$ cat src/rtl/mrt_pkg.sv
// ----------------------------------------------------------------------------
// mrt_pkg
// Shared codes and field widths of the mesh request tracker.
// ----------------------------------------------------------------------------
package mrt_pkg;

    localparam int BASE_W     = 21;
    localparam int ELAPSED_W  = 21;
    localparam int DEADLINE_W = 22;
    localparam int EST_W      = 20;

    localparam logic [1:0] CMD_SEND = 2'd0;
    localparam logic [1:0] CMD_RECV = 2'd1;
    localparam logic [1:0] CMD_TICK = 2'd2;

    localparam logic [1:0] DIR_REQUEST  = 2'd0;
    localparam logic [1:0] DIR_CONFIRM  = 2'd1;
    localparam logic [1:0] DIR_RESPONSE = 2'd2;

    localparam logic [2:0] ST_CREATED   = 3'd0;
    localparam logic [2:0] ST_SENT      = 3'd1;
    localparam logic [2:0] ST_CONFIRMED = 3'd2;
    localparam logic [2:0] ST_PROCESSED = 3'd3;
    localparam logic [2:0] ST_TIMEOUT   = 3'd4;

    localparam logic [2:0] ERR_NONE            = 3'd0;
    localparam logic [2:0] ERR_ALREADY_SENT    = 3'd1;
    localparam logic [2:0] ERR_NOT_RESPONSE    = 3'd2;
    localparam logic [2:0] ERR_NOT_IN_PROGRESS = 3'd3;
    localparam logic [2:0] ERR_WRONG_PERIPH    = 3'd4;
    localparam logic [2:0] ERR_WRONG_COMMAND   = 3'd5;

    localparam logic [BASE_W-1:0] BASE_INFINITE = '1;

endpackage

$ cat src/rtl/mesh_request_tracker_top.sv
// Mesh request tracker. Accepts one request per cycle unless the output
// stalls and returns exactly one result per request. Its path runs through
// the hop/slot estimate multiply, the input register, the deadline add and
// checks, then the result register that also updates the tracking state.
// Write cfg_wr_data (base timeout, ms, -1 = infinite) only while idle.
// ----------------------------------------------------------------------------
// mesh_request_tracker_top
// Tracks one mesh request through sent, confirmed, processed and timed out.
// ----------------------------------------------------------------------------
module mesh_request_tracker_top (
    input  logic        aclk,
    input  logic        aresetn,
    input  logic        cfg_wr_en,
    input  logic [20:0] cfg_wr_data,
    input  logic        s_tvalid,
    output logic        s_tready,
    // peripheral, command_code, hops, slot_length, hops_response
    input  logic [39:0] s_tdata,
    // cmd, direction
    input  logic [3:0]  s_tuser,
    output logic        m_tvalid,
    input  logic        m_tready,
    // status, error, in_progress, zero pad
    output logic [7:0]  m_tdata
);

    logic [mrt_pkg::BASE_W-1:0] base_reg;

    logic                        in_valid_reg;
    logic [1:0]                  cmd_reg;
    logic [1:0]                  dir_reg;
    logic [7:0]                  per_reg;
    logic [7:0]                  code_reg;
    logic [mrt_pkg::EST_W-1:0]   est_reg;

    logic [2:0]                      status_reg, status_next;
    logic [7:0]                      sent_per_reg, sent_per_next;
    logic [7:0]                      sent_cmd_reg, sent_cmd_next;
    logic [mrt_pkg::ELAPSED_W-1:0]   elapsed_reg, elapsed_next, elapsed_inc;
    logic [mrt_pkg::DEADLINE_W-1:0]  deadline_reg, deadline_next, arm_deadline;
    logic                            inf_reg, inf_next;

    logic                            m_valid_reg;
    logic [7:0]                      m_data_reg;

    logic                            advance;
    logic                            in_fire;
    logic [2:0]                      err;
    logic                            do_arm;
    logic                            active;

    // estimate datapath
    logic [8:0]                      hops_p1;
    logic [8:0]                      hresp_p1;
    logic [16:0]                     hop_slot;
    logic [7:0]                      rslot;
    logic [16:0]                     resp_part;
    logic [mrt_pkg::EST_W-1:0]       est;

    logic [mrt_pkg::EST_W-1:0]       arm_extra;
    logic signed [22:0]              arm_sum;

    assign advance  = in_valid_reg && (!m_valid_reg || m_tready);
    assign s_tready = !in_valid_reg || advance;
    assign in_fire  = s_tvalid && s_tready;

    assign hops_p1  = {1'b0, s_tdata[23:16]} + 9'd1;
    assign hresp_p1 = {1'b0, s_tdata[39:32]} + 9'd1;
    assign hop_slot = hops_p1 * s_tdata[31:24];

    always_comb begin
        if (s_tdata[31:24] == 8'd20) begin
            rslot = 8'd200;
        end else if (s_tdata[31:24] > 8'd6) begin
            rslot = 8'd100;
        end else begin
            rslot = 8'd50;
        end
    end

    assign resp_part = hresp_p1 * rslot;
    assign est = {hop_slot, 3'b000} + {2'b00, hop_slot, 1'b0}
               + {3'b000, resp_part} + mrt_pkg::EST_W'(40);

    always_ff @(posedge aclk) begin
        if (!aresetn) begin
            base_reg <= mrt_pkg::BASE_INFINITE;
        end else if (cfg_wr_en) begin
            base_reg <= cfg_wr_data;
        end
    end

    always_ff @(posedge aclk) begin
        if (!aresetn) begin
            in_valid_reg <= 1'b0;
        end else if (s_tready) begin
            in_valid_reg <= s_tvalid;
        end
    end

    always_ff @(posedge aclk) begin
        if (in_fire) begin
            cmd_reg  <= s_tuser[1:0];
            dir_reg  <= s_tuser[3:2];
            per_reg  <= s_tdata[7:0];
            code_reg <= s_tdata[15:8];
            est_reg  <= est;
        end
    end

    assign arm_extra = (cmd_reg == mrt_pkg::CMD_SEND) ? '0 : est_reg;
    assign arm_sum   = {{2{base_reg[mrt_pkg::BASE_W-1]}}, base_reg}
                     + signed'({3'b000, arm_extra});
    assign arm_deadline = arm_sum[22] ? '0 : arm_sum[mrt_pkg::DEADLINE_W-1:0];

    assign elapsed_inc = (elapsed_reg == '1) ? elapsed_reg : elapsed_reg + 1'b1;
    assign active = (status_reg == mrt_pkg::ST_SENT)
                 || (status_reg == mrt_pkg::ST_CONFIRMED);

    always_comb begin
        status_next   = status_reg;
        sent_per_next = sent_per_reg;
        sent_cmd_next = sent_cmd_reg;
        elapsed_next  = elapsed_reg;
        deadline_next = deadline_reg;
        inf_next      = inf_reg;
        err           = mrt_pkg::ERR_NONE;
        do_arm        = 1'b0;
        case (cmd_reg)
            mrt_pkg::CMD_SEND: begin
                if (status_reg != mrt_pkg::ST_CREATED) begin
                    err = mrt_pkg::ERR_ALREADY_SENT;
                end else begin
                    status_next   = mrt_pkg::ST_SENT;
                    sent_per_next = per_reg;
                    sent_cmd_next = code_reg;
                    do_arm        = 1'b1;
                end
            end
            mrt_pkg::CMD_RECV: begin
                if (dir_reg != mrt_pkg::DIR_CONFIRM && dir_reg != mrt_pkg::DIR_RESPONSE) begin
                    err = mrt_pkg::ERR_NOT_RESPONSE;
                end else if (!active) begin
                    err = mrt_pkg::ERR_NOT_IN_PROGRESS;
                end else if (per_reg != sent_per_reg) begin
                    err = mrt_pkg::ERR_WRONG_PERIPH;
                end else if ({1'b0, code_reg[6:0]} != sent_cmd_reg) begin
                    err = mrt_pkg::ERR_WRONG_COMMAND;
                end else if (dir_reg == mrt_pkg::DIR_CONFIRM) begin
                    status_next = mrt_pkg::ST_CONFIRMED;
                    do_arm      = 1'b1;
                end else begin
                    status_next = mrt_pkg::ST_PROCESSED;
                end
            end
            mrt_pkg::CMD_TICK: begin
                elapsed_next = elapsed_inc;
                if (active && !inf_reg && ({1'b0, elapsed_inc} > deadline_reg)) begin
                    status_next = mrt_pkg::ST_TIMEOUT;
                end
            end
            default: begin
            end
        endcase
        if (do_arm) begin
            if (base_reg == mrt_pkg::BASE_INFINITE) begin
                inf_next = 1'b1;
            end else begin
                inf_next      = 1'b0;
                elapsed_next  = '0;
                deadline_next = arm_deadline;
            end
        end
    end

    always_ff @(posedge aclk) begin
        if (!aresetn) begin
            status_reg   <= mrt_pkg::ST_CREATED;
            elapsed_reg  <= '0;
            deadline_reg <= '0;
            inf_reg      <= 1'b1;
        end else if (advance) begin
            status_reg   <= status_next;
            elapsed_reg  <= elapsed_next;
            deadline_reg <= deadline_next;
            inf_reg      <= inf_next;
        end
    end

    always_ff @(posedge aclk) begin
        if (advance) begin
            sent_per_reg <= sent_per_next;
            sent_cmd_reg <= sent_cmd_next;
        end
    end

    always_ff @(posedge aclk) begin
        if (!aresetn) begin
            m_valid_reg <= 1'b0;
        end else if (advance) begin
            m_valid_reg <= 1'b1;
        end else if (m_tready) begin
            m_valid_reg <= 1'b0;
        end
    end

    always_ff @(posedge aclk) begin
        if (advance) begin
            m_data_reg <= {1'b0,
                           (status_next == mrt_pkg::ST_SENT)
                               || (status_next == mrt_pkg::ST_CONFIRMED),
                           err, status_next};
        end
    end

    assign m_tvalid = m_valid_reg;
    assign m_tdata  = m_data_reg;

endmodule

$ cat config.mk
export PLATFORM = sky130hd
export DESIGN_NAME = mesh_request_tracker_top
export DESIGN_NICKNAME = d
export VERILOG_FILES = /design/src/rtl/mrt_pkg.sv /design/src/rtl/mesh_request_tracker_top.sv
export SDC_FILE = /design/constraint.sdc
export NUM_CORES = 1
export LEC_CHECK = 0
export BUFFER_PORTS_ARGS = -buffer_cell sky130_fd_sc_hd__buf_2
export CORE_MARGIN = 8
export CORE_UTILIZATION = 35
export DETAILED_ROUTE_END_ITERATION = 6
export PLACE_DENSITY = 0.48
export REMOVE_ABC_BUFFERS = 1
export SLEW_MARGIN = 10
export SYNTH_ARGS = -nofsm -noshare
export SYNTH_HDL_FRONTEND = slang
export SYNTH_SLANG_ARGS = --single-unit
$ cat constraint.sdc
create_clock -name aclk -period 10.6 [get_ports aclk]
set_input_delay 2.12 -clock aclk [delete_from_list [all_inputs] [get_ports aclk]]
set_output_delay 2.12 -clock aclk [all_outputs]
set_load 0.01 [all_outputs]
======== Word-level counts from Yosys, hierarchy flattened ========
Cells that the tools add are included.
cells by class
  order comparisons ....................... 2
  multipliers ............................. 2
  bitwise operators ....................... 2
  add/sub/neg operators ................... 7
  reduce and logical (&&, ||, !) cells .... 18
  mux-type cells .......................... 32
  equal/unequal tests ..................... 14
operators with widths
  operator                 number
  $mux W21                 4
  $eq A21 B21 Y1 const B   2
  $mul A9 B8 Y17           2
  $mux W3                  10
  $add A21 B21 Y22         1
  $gt A21 B22 Y1           1
  $mux W22                 1
  $add A21 B1 Y21 const B  1
  $add A20 B17 Y20         1
  $add A20 B18 Y20         1
  $add A20 B6 Y20 const B  1
  $mux W20                 1
  $add A8 B1 Y9 const B    2
  $mux W1                  11
  $pmux W3 S3              1
  $eq A8 B5 Y1 const B     1
  $gt A8 B3 Y1 const B     1
  $mux W8                  1
  $ne A7 B8 Y1             1
  $ne A8 B8 Y1             1
  $mux W7                  1
  $eq A3 B1 Y1 const B     2
  $eq A3 B2 Y1 const B     2
  $pmux W3 S2              1
  14 further kinds         26
storage, ports and cells
  logic and storage cells ................. 92
  bits of input ports ..................... 70
  output and inout port bits .............. 10
  bits in registers ....................... 133

======== Longest topological paths before layout ========
  word-level depth ........................ 9
  gate-level depth with buffers ........... 32
  mapped depth without buffers ............ 32

======== Least setup slack after synthesis ========
Ideal clock, no wire load.
  path type ............................... input to register
  start point ............................. input s_tdata[16]
  end point ............................... register est_reg[19] in the netlist's numbering, data pin
  path buffers ............................ 0
  required time ........................... 10.338 ns
  library setup time ...................... 0.262 ns
  data arrival time ....................... 9.090 ns
  slack ................................... 1.247 ns
  stages .................................. 29
  cell sequence ........................... ha_1 -> xor2_1 -> nand2_1 -> fa_1 -> fa_1 -> fa_1 -> fa_1 -> inv_1 -> ha_1 -> a211oi_1 -> nor2_1 -> ha_1 -> inv_1 -> fa_1 -> fa_1 -> inv_1 -> fa_1 -> inv_1 -> fa_1 -> inv_1 -> ha_1 -> o21a_1 -> o31a_1 -> o211ai_1 -> a21o_1 -> nand3_1 -> o211ai_1 -> o21ai_0 -> xor2_1
on the way
  cells in the longest elaborated chain, start to end .. 5
RTL lines
  what                    RTL line                         source
  start: declaration      mesh_request_tracker_top.sv:18   input logic [39:0] s_tdata,
  $add A8 B1 Y9           mesh_request_tracker_top.sv:67   assign hops_p1 = {1'b0, s_tdata[23:16]} + 9'd1;
  $mul A9 B8 Y17          mesh_request_tracker_top.sv:69   assign hop_slot = hops_p1 * s_tdata[31:24];
  $add A20 B18 Y20        mesh_request_tracker_top.sv:82   assign est = {hop_slot, 3'b000} + {2'b00, hop_slot, 1'b0}
  $add A20 B17 Y20        mesh_request_tracker_top.sv:83   + {3'b000, resp_part} + mrt_pkg::EST_W'(40);
  $add A20 B6 Y20         mesh_request_tracker_top.sv:83
  net est (one bit)       mesh_request_tracker_top.sv:58   logic [mrt_pkg::EST_W-1:0] est;
  end signal: assignment  mesh_request_tracker_top.sv:107  est_reg <= est;
  end: declaration        mesh_request_tracker_top.sv:34   logic [mrt_pkg::EST_W-1:0] est_reg;
The timed path passes the listed nets, and every way through them passes these cells.
A chain may end at the register's enable or synchronous reset.

======== Worst setup path in the final report ========
Ends and elaborated chain as after synthesis.

==> summary.txt <==
Clock network
  • Total setup buffers inserted after CTS: 0
  • Clock slew at the register clock pins of the worst setup and hold paths: 0.06 ns
  • TritonCTS buffer count: 17
  • Buffer levels on the longest clock path: 2
  • Maximum level of the CTS H-tree: 4
  • TritonCTS clock tree: built
  • Cells resized by post-CTS repair: 0
  • Clock net sink count: 131
  • Source-to-sink clock delay at the later pin of the worst-skew pair: 0.42 ns
  • Clock tree root driver cell: clkbuf_16
  • Total of hold buffers inserted after clock tree synthesis: 0

STA
  • Final hold violation count: 0
  • Headroom to the max-slew limit: 0.246
  • Final setup violation count: 0
  • Number of max-slew violations in the final report: 0
  • Minimum period implied by the final worst setup slack: 9.71 ns
  • Setup repair after global routing missed its margin: false
  • Final setup skew: 0.0128 ns
  • Setup TNS after final layout: 0 ns
  • Maximum achievable frequency: 103 MHz
  • Share of the clock period used by the worst path after layout: 0.916
  • Worst hold margin: 0.425 ns
  • Transition time at the pin with the least slew margin: 1.13 ns

Worst setup path
  • CP most frequent cell: fa_1
  • Startpoint of the worst setup timing path: s_tdata[16]
  • Max stage delay cell, worst path: xor2_1
  • Cells on worst reg2reg path: 15
  • Kind of start point of the critical path: input pin
  • CP peak stage delay: 0.55 ns
  • Critical Path End Type: flip-flop
  • Count of buffer and inverter cells on the critical path: 7
  • Number of cells on the critical path: 33
  • Critical path's top delay family: adder cells
  • Peak fanout along the critical path: 11
  • Data arrival time of the critical path: 9.87 ns
  • Startpoint of the lowest-slack register-to-register path: elapsed_reg[15]
  • Required time of the critical path: 10.76 ns
  • Crit path kind: input pin to flip-flop

Synthesis
  • Area of the mapped netlist: 12400 µm²
  • Number of instances in the synthesized netlist: 1316
  • Number of synthesized register bits: 131
  • Most used flip-flop cell after synthesis: dfxtp_1
  • Count of warnings emitted by yosys: 0
  • Number of distinct standard cells referenced by the synthesized netlist: 62
  • Proportion of synthesized flip-flops having asynchronous set or reset: 0
  • Seq/Total Area, Yosys: 0.262
  • Number of enable-type register cells in the synthesized netlist: 62
  • Post-Synthesis Mean Instance Area: 9.40 µm²

Global route
  • Global-route track usage on met2: 0.243
  • Layer carrying the most global-route usage: met2
  • Maximum number of pins on one net before global-route repair: 42
  • Global-route wire length before repair: 46100 µm
  • Global routing usage on met3: 0.0200
  • Antenna violations before repair: 1
  • Routing usage on met1: 0.172
  • Global-route usage over all layers: 0.136
  • Vias in the first global route: 9115
  • Global route overflow: 0

Die
  • Initial core utilization: 0.351
  • Std-Cell Rows: 69
  • Die Ht: 204 µm
  • Full die area: 41600 µm²
  • Core Footprint: 35200 µm²
  • Horizontal die dimension: 204 µm
  • I/O pin count: 80

Drt
  • Wire length per cell: 15.1 µm
  • DRC violations left: 0
  • First-iteration detailed-routing DRC count: 344
  • Via density: 4.75
  • Final antenna-violating net count: 0
  • Number of detailed-routing iterations run before antenna repair: 5
  • Number of vias in the routed layout: 8820
  • Detailed-route wire length: 28000 µm

Hold path
  • Origin of the worst min-delay path: code_reg[7]
  • Worst hold stages: 0
  • Type of the most critical hold path: flip-flop to flip-flop

Finish
  • Area growth syn-to-layout: 11.0%
  • Post-layout net count: 1692
  • Layout cells sized above 1: 0.0890

Flow run
  • Number of maximum-capacitance constraint violations: 0

Status
  • Result of the run: completed

Placed design
  • Placer congestion estimate: 0.826
  • Sum of net half-perimeters after detailed placement: 23200 µm
  • Number of buffers added on ports: 78
-- cell families (layout without fill, tap and decap cells) --
group | count (synthesis) | count (layout) | share of synthesized area
AND/OR/NAND/NOR | 357 | 357 | 0.148
buffers and inverters | 268 | 345 | 0.0852
adder cells (fa/ha/maj) | 242 | 242 | 0.311
AO/OA/AOI/OAI | 201 | 201 | 0.108
flip-flops | 131 | 131 | 0.262
XOR/XNOR | 93 | 93 | 0.0670
multiplexers | 23 | 23 | 0.0187
other | 1 | 2 | 0.000303
-- path summary, 6_finish.rpt --
| check | endpoint | slack, ns |
|---|---|---|
| worst max register to register | m_tdata[6] | 5.97 |
| worst max-delay path | est_reg[19] | 0.89 |
| worst min register to register | sent_cmd_reg[7] | 0.42 |
| worst min-delay path | sent_cmd_reg[7] | 0.42 |
-- cell usage after synthesis (35+ instances only) --
cell / n / area, µm²
edfxtp_1: 62 / 1860
a21oi_1: 48 / 240
nand2_1: 91 / 342
dfxtp_1: 69 / 1380
ha_1: 133 / 1660
nor2_1: 65 / 244
o21ai_0: 40 / 200
inv_1: 228 / 856
nor2b_1: 56 / 350
xnor2_1: 60 / 526
and2_1: 35 / 219
fa_1: 109 / 2180
-- worst reg2reg max path, stage by stage (launching register included) --
cell and delay [ns]:
dfxtp_1 0.49, nand4_1 0.18, nor4_1 0.62, a311o_1 0.42
or2_1 0.25, nor2_1 0.16, nand3_1 0.13, xnor2_1 0.19
ha_1 0.30, and4_1 0.17, a221o_1 0.35, a221o_1 0.30
a21oi_1 0.24, a21oi_1 0.24, nor4_1 0.32, a21o_1 0.16
-- routing by layer --
layer | up-vias | wire length, µm
met5 | - | 0
met2 | 138 | 14200
met3 | 14 | 778
met1 | 4171 | 12700
li1 | 4497 | -
met4 | 0 | 227
-- cell usage in the layout, fill, tap and decap left out, types with 26 or more instances in the layout --
cell      Yosys  routed
buf_2         3      78
nor2_1       65      65
a21oi_1      48      48
a22o_1       32      32
fa_1        109     109
o21ai_0      40      40
xnor2_1      60      60
dfxtp_1      69      69
nand3_1      26      26
nor2b_1      56      56
xor2_1       32      32
ha_1        133     133
nand2_1      91      91
edfxtp_1     62      62
inv_1       228     228
and2_1       35      34
-- cell type report --
class / instances / area, µm²
Tap cell: 461 / 577
Antenna cell: 1 / 2.50
Sequential cell: 131 / 3240
Inverter: 228 / 856
Multi-Input combinational cell: 917 / 8080
Clock buffer: 18 / 429
Timing Repair Buffer: 85 / 443
Clock inverter: 14 / 106
Fill cell: 3609 / 21500
-- through the flow --
stage	util	setup slack [ns]	instances	area (µm²)
2_1_floorplan	-	1.25	1276	12200
3_3_place_gp	0.375	0.614	1822	13200
3_5_place_dp	0.375	0.455	1822	13200
4_1_cts	0.390	0.882	1854	13700
5_1_grt	0.390	0.397	1855	13700
6_report	0.390	0.890	1855	13700
Power is left out: the tool's default activity adds up to more than one toggle a clock period on the data nets, which glitch-free logic cannot reach.
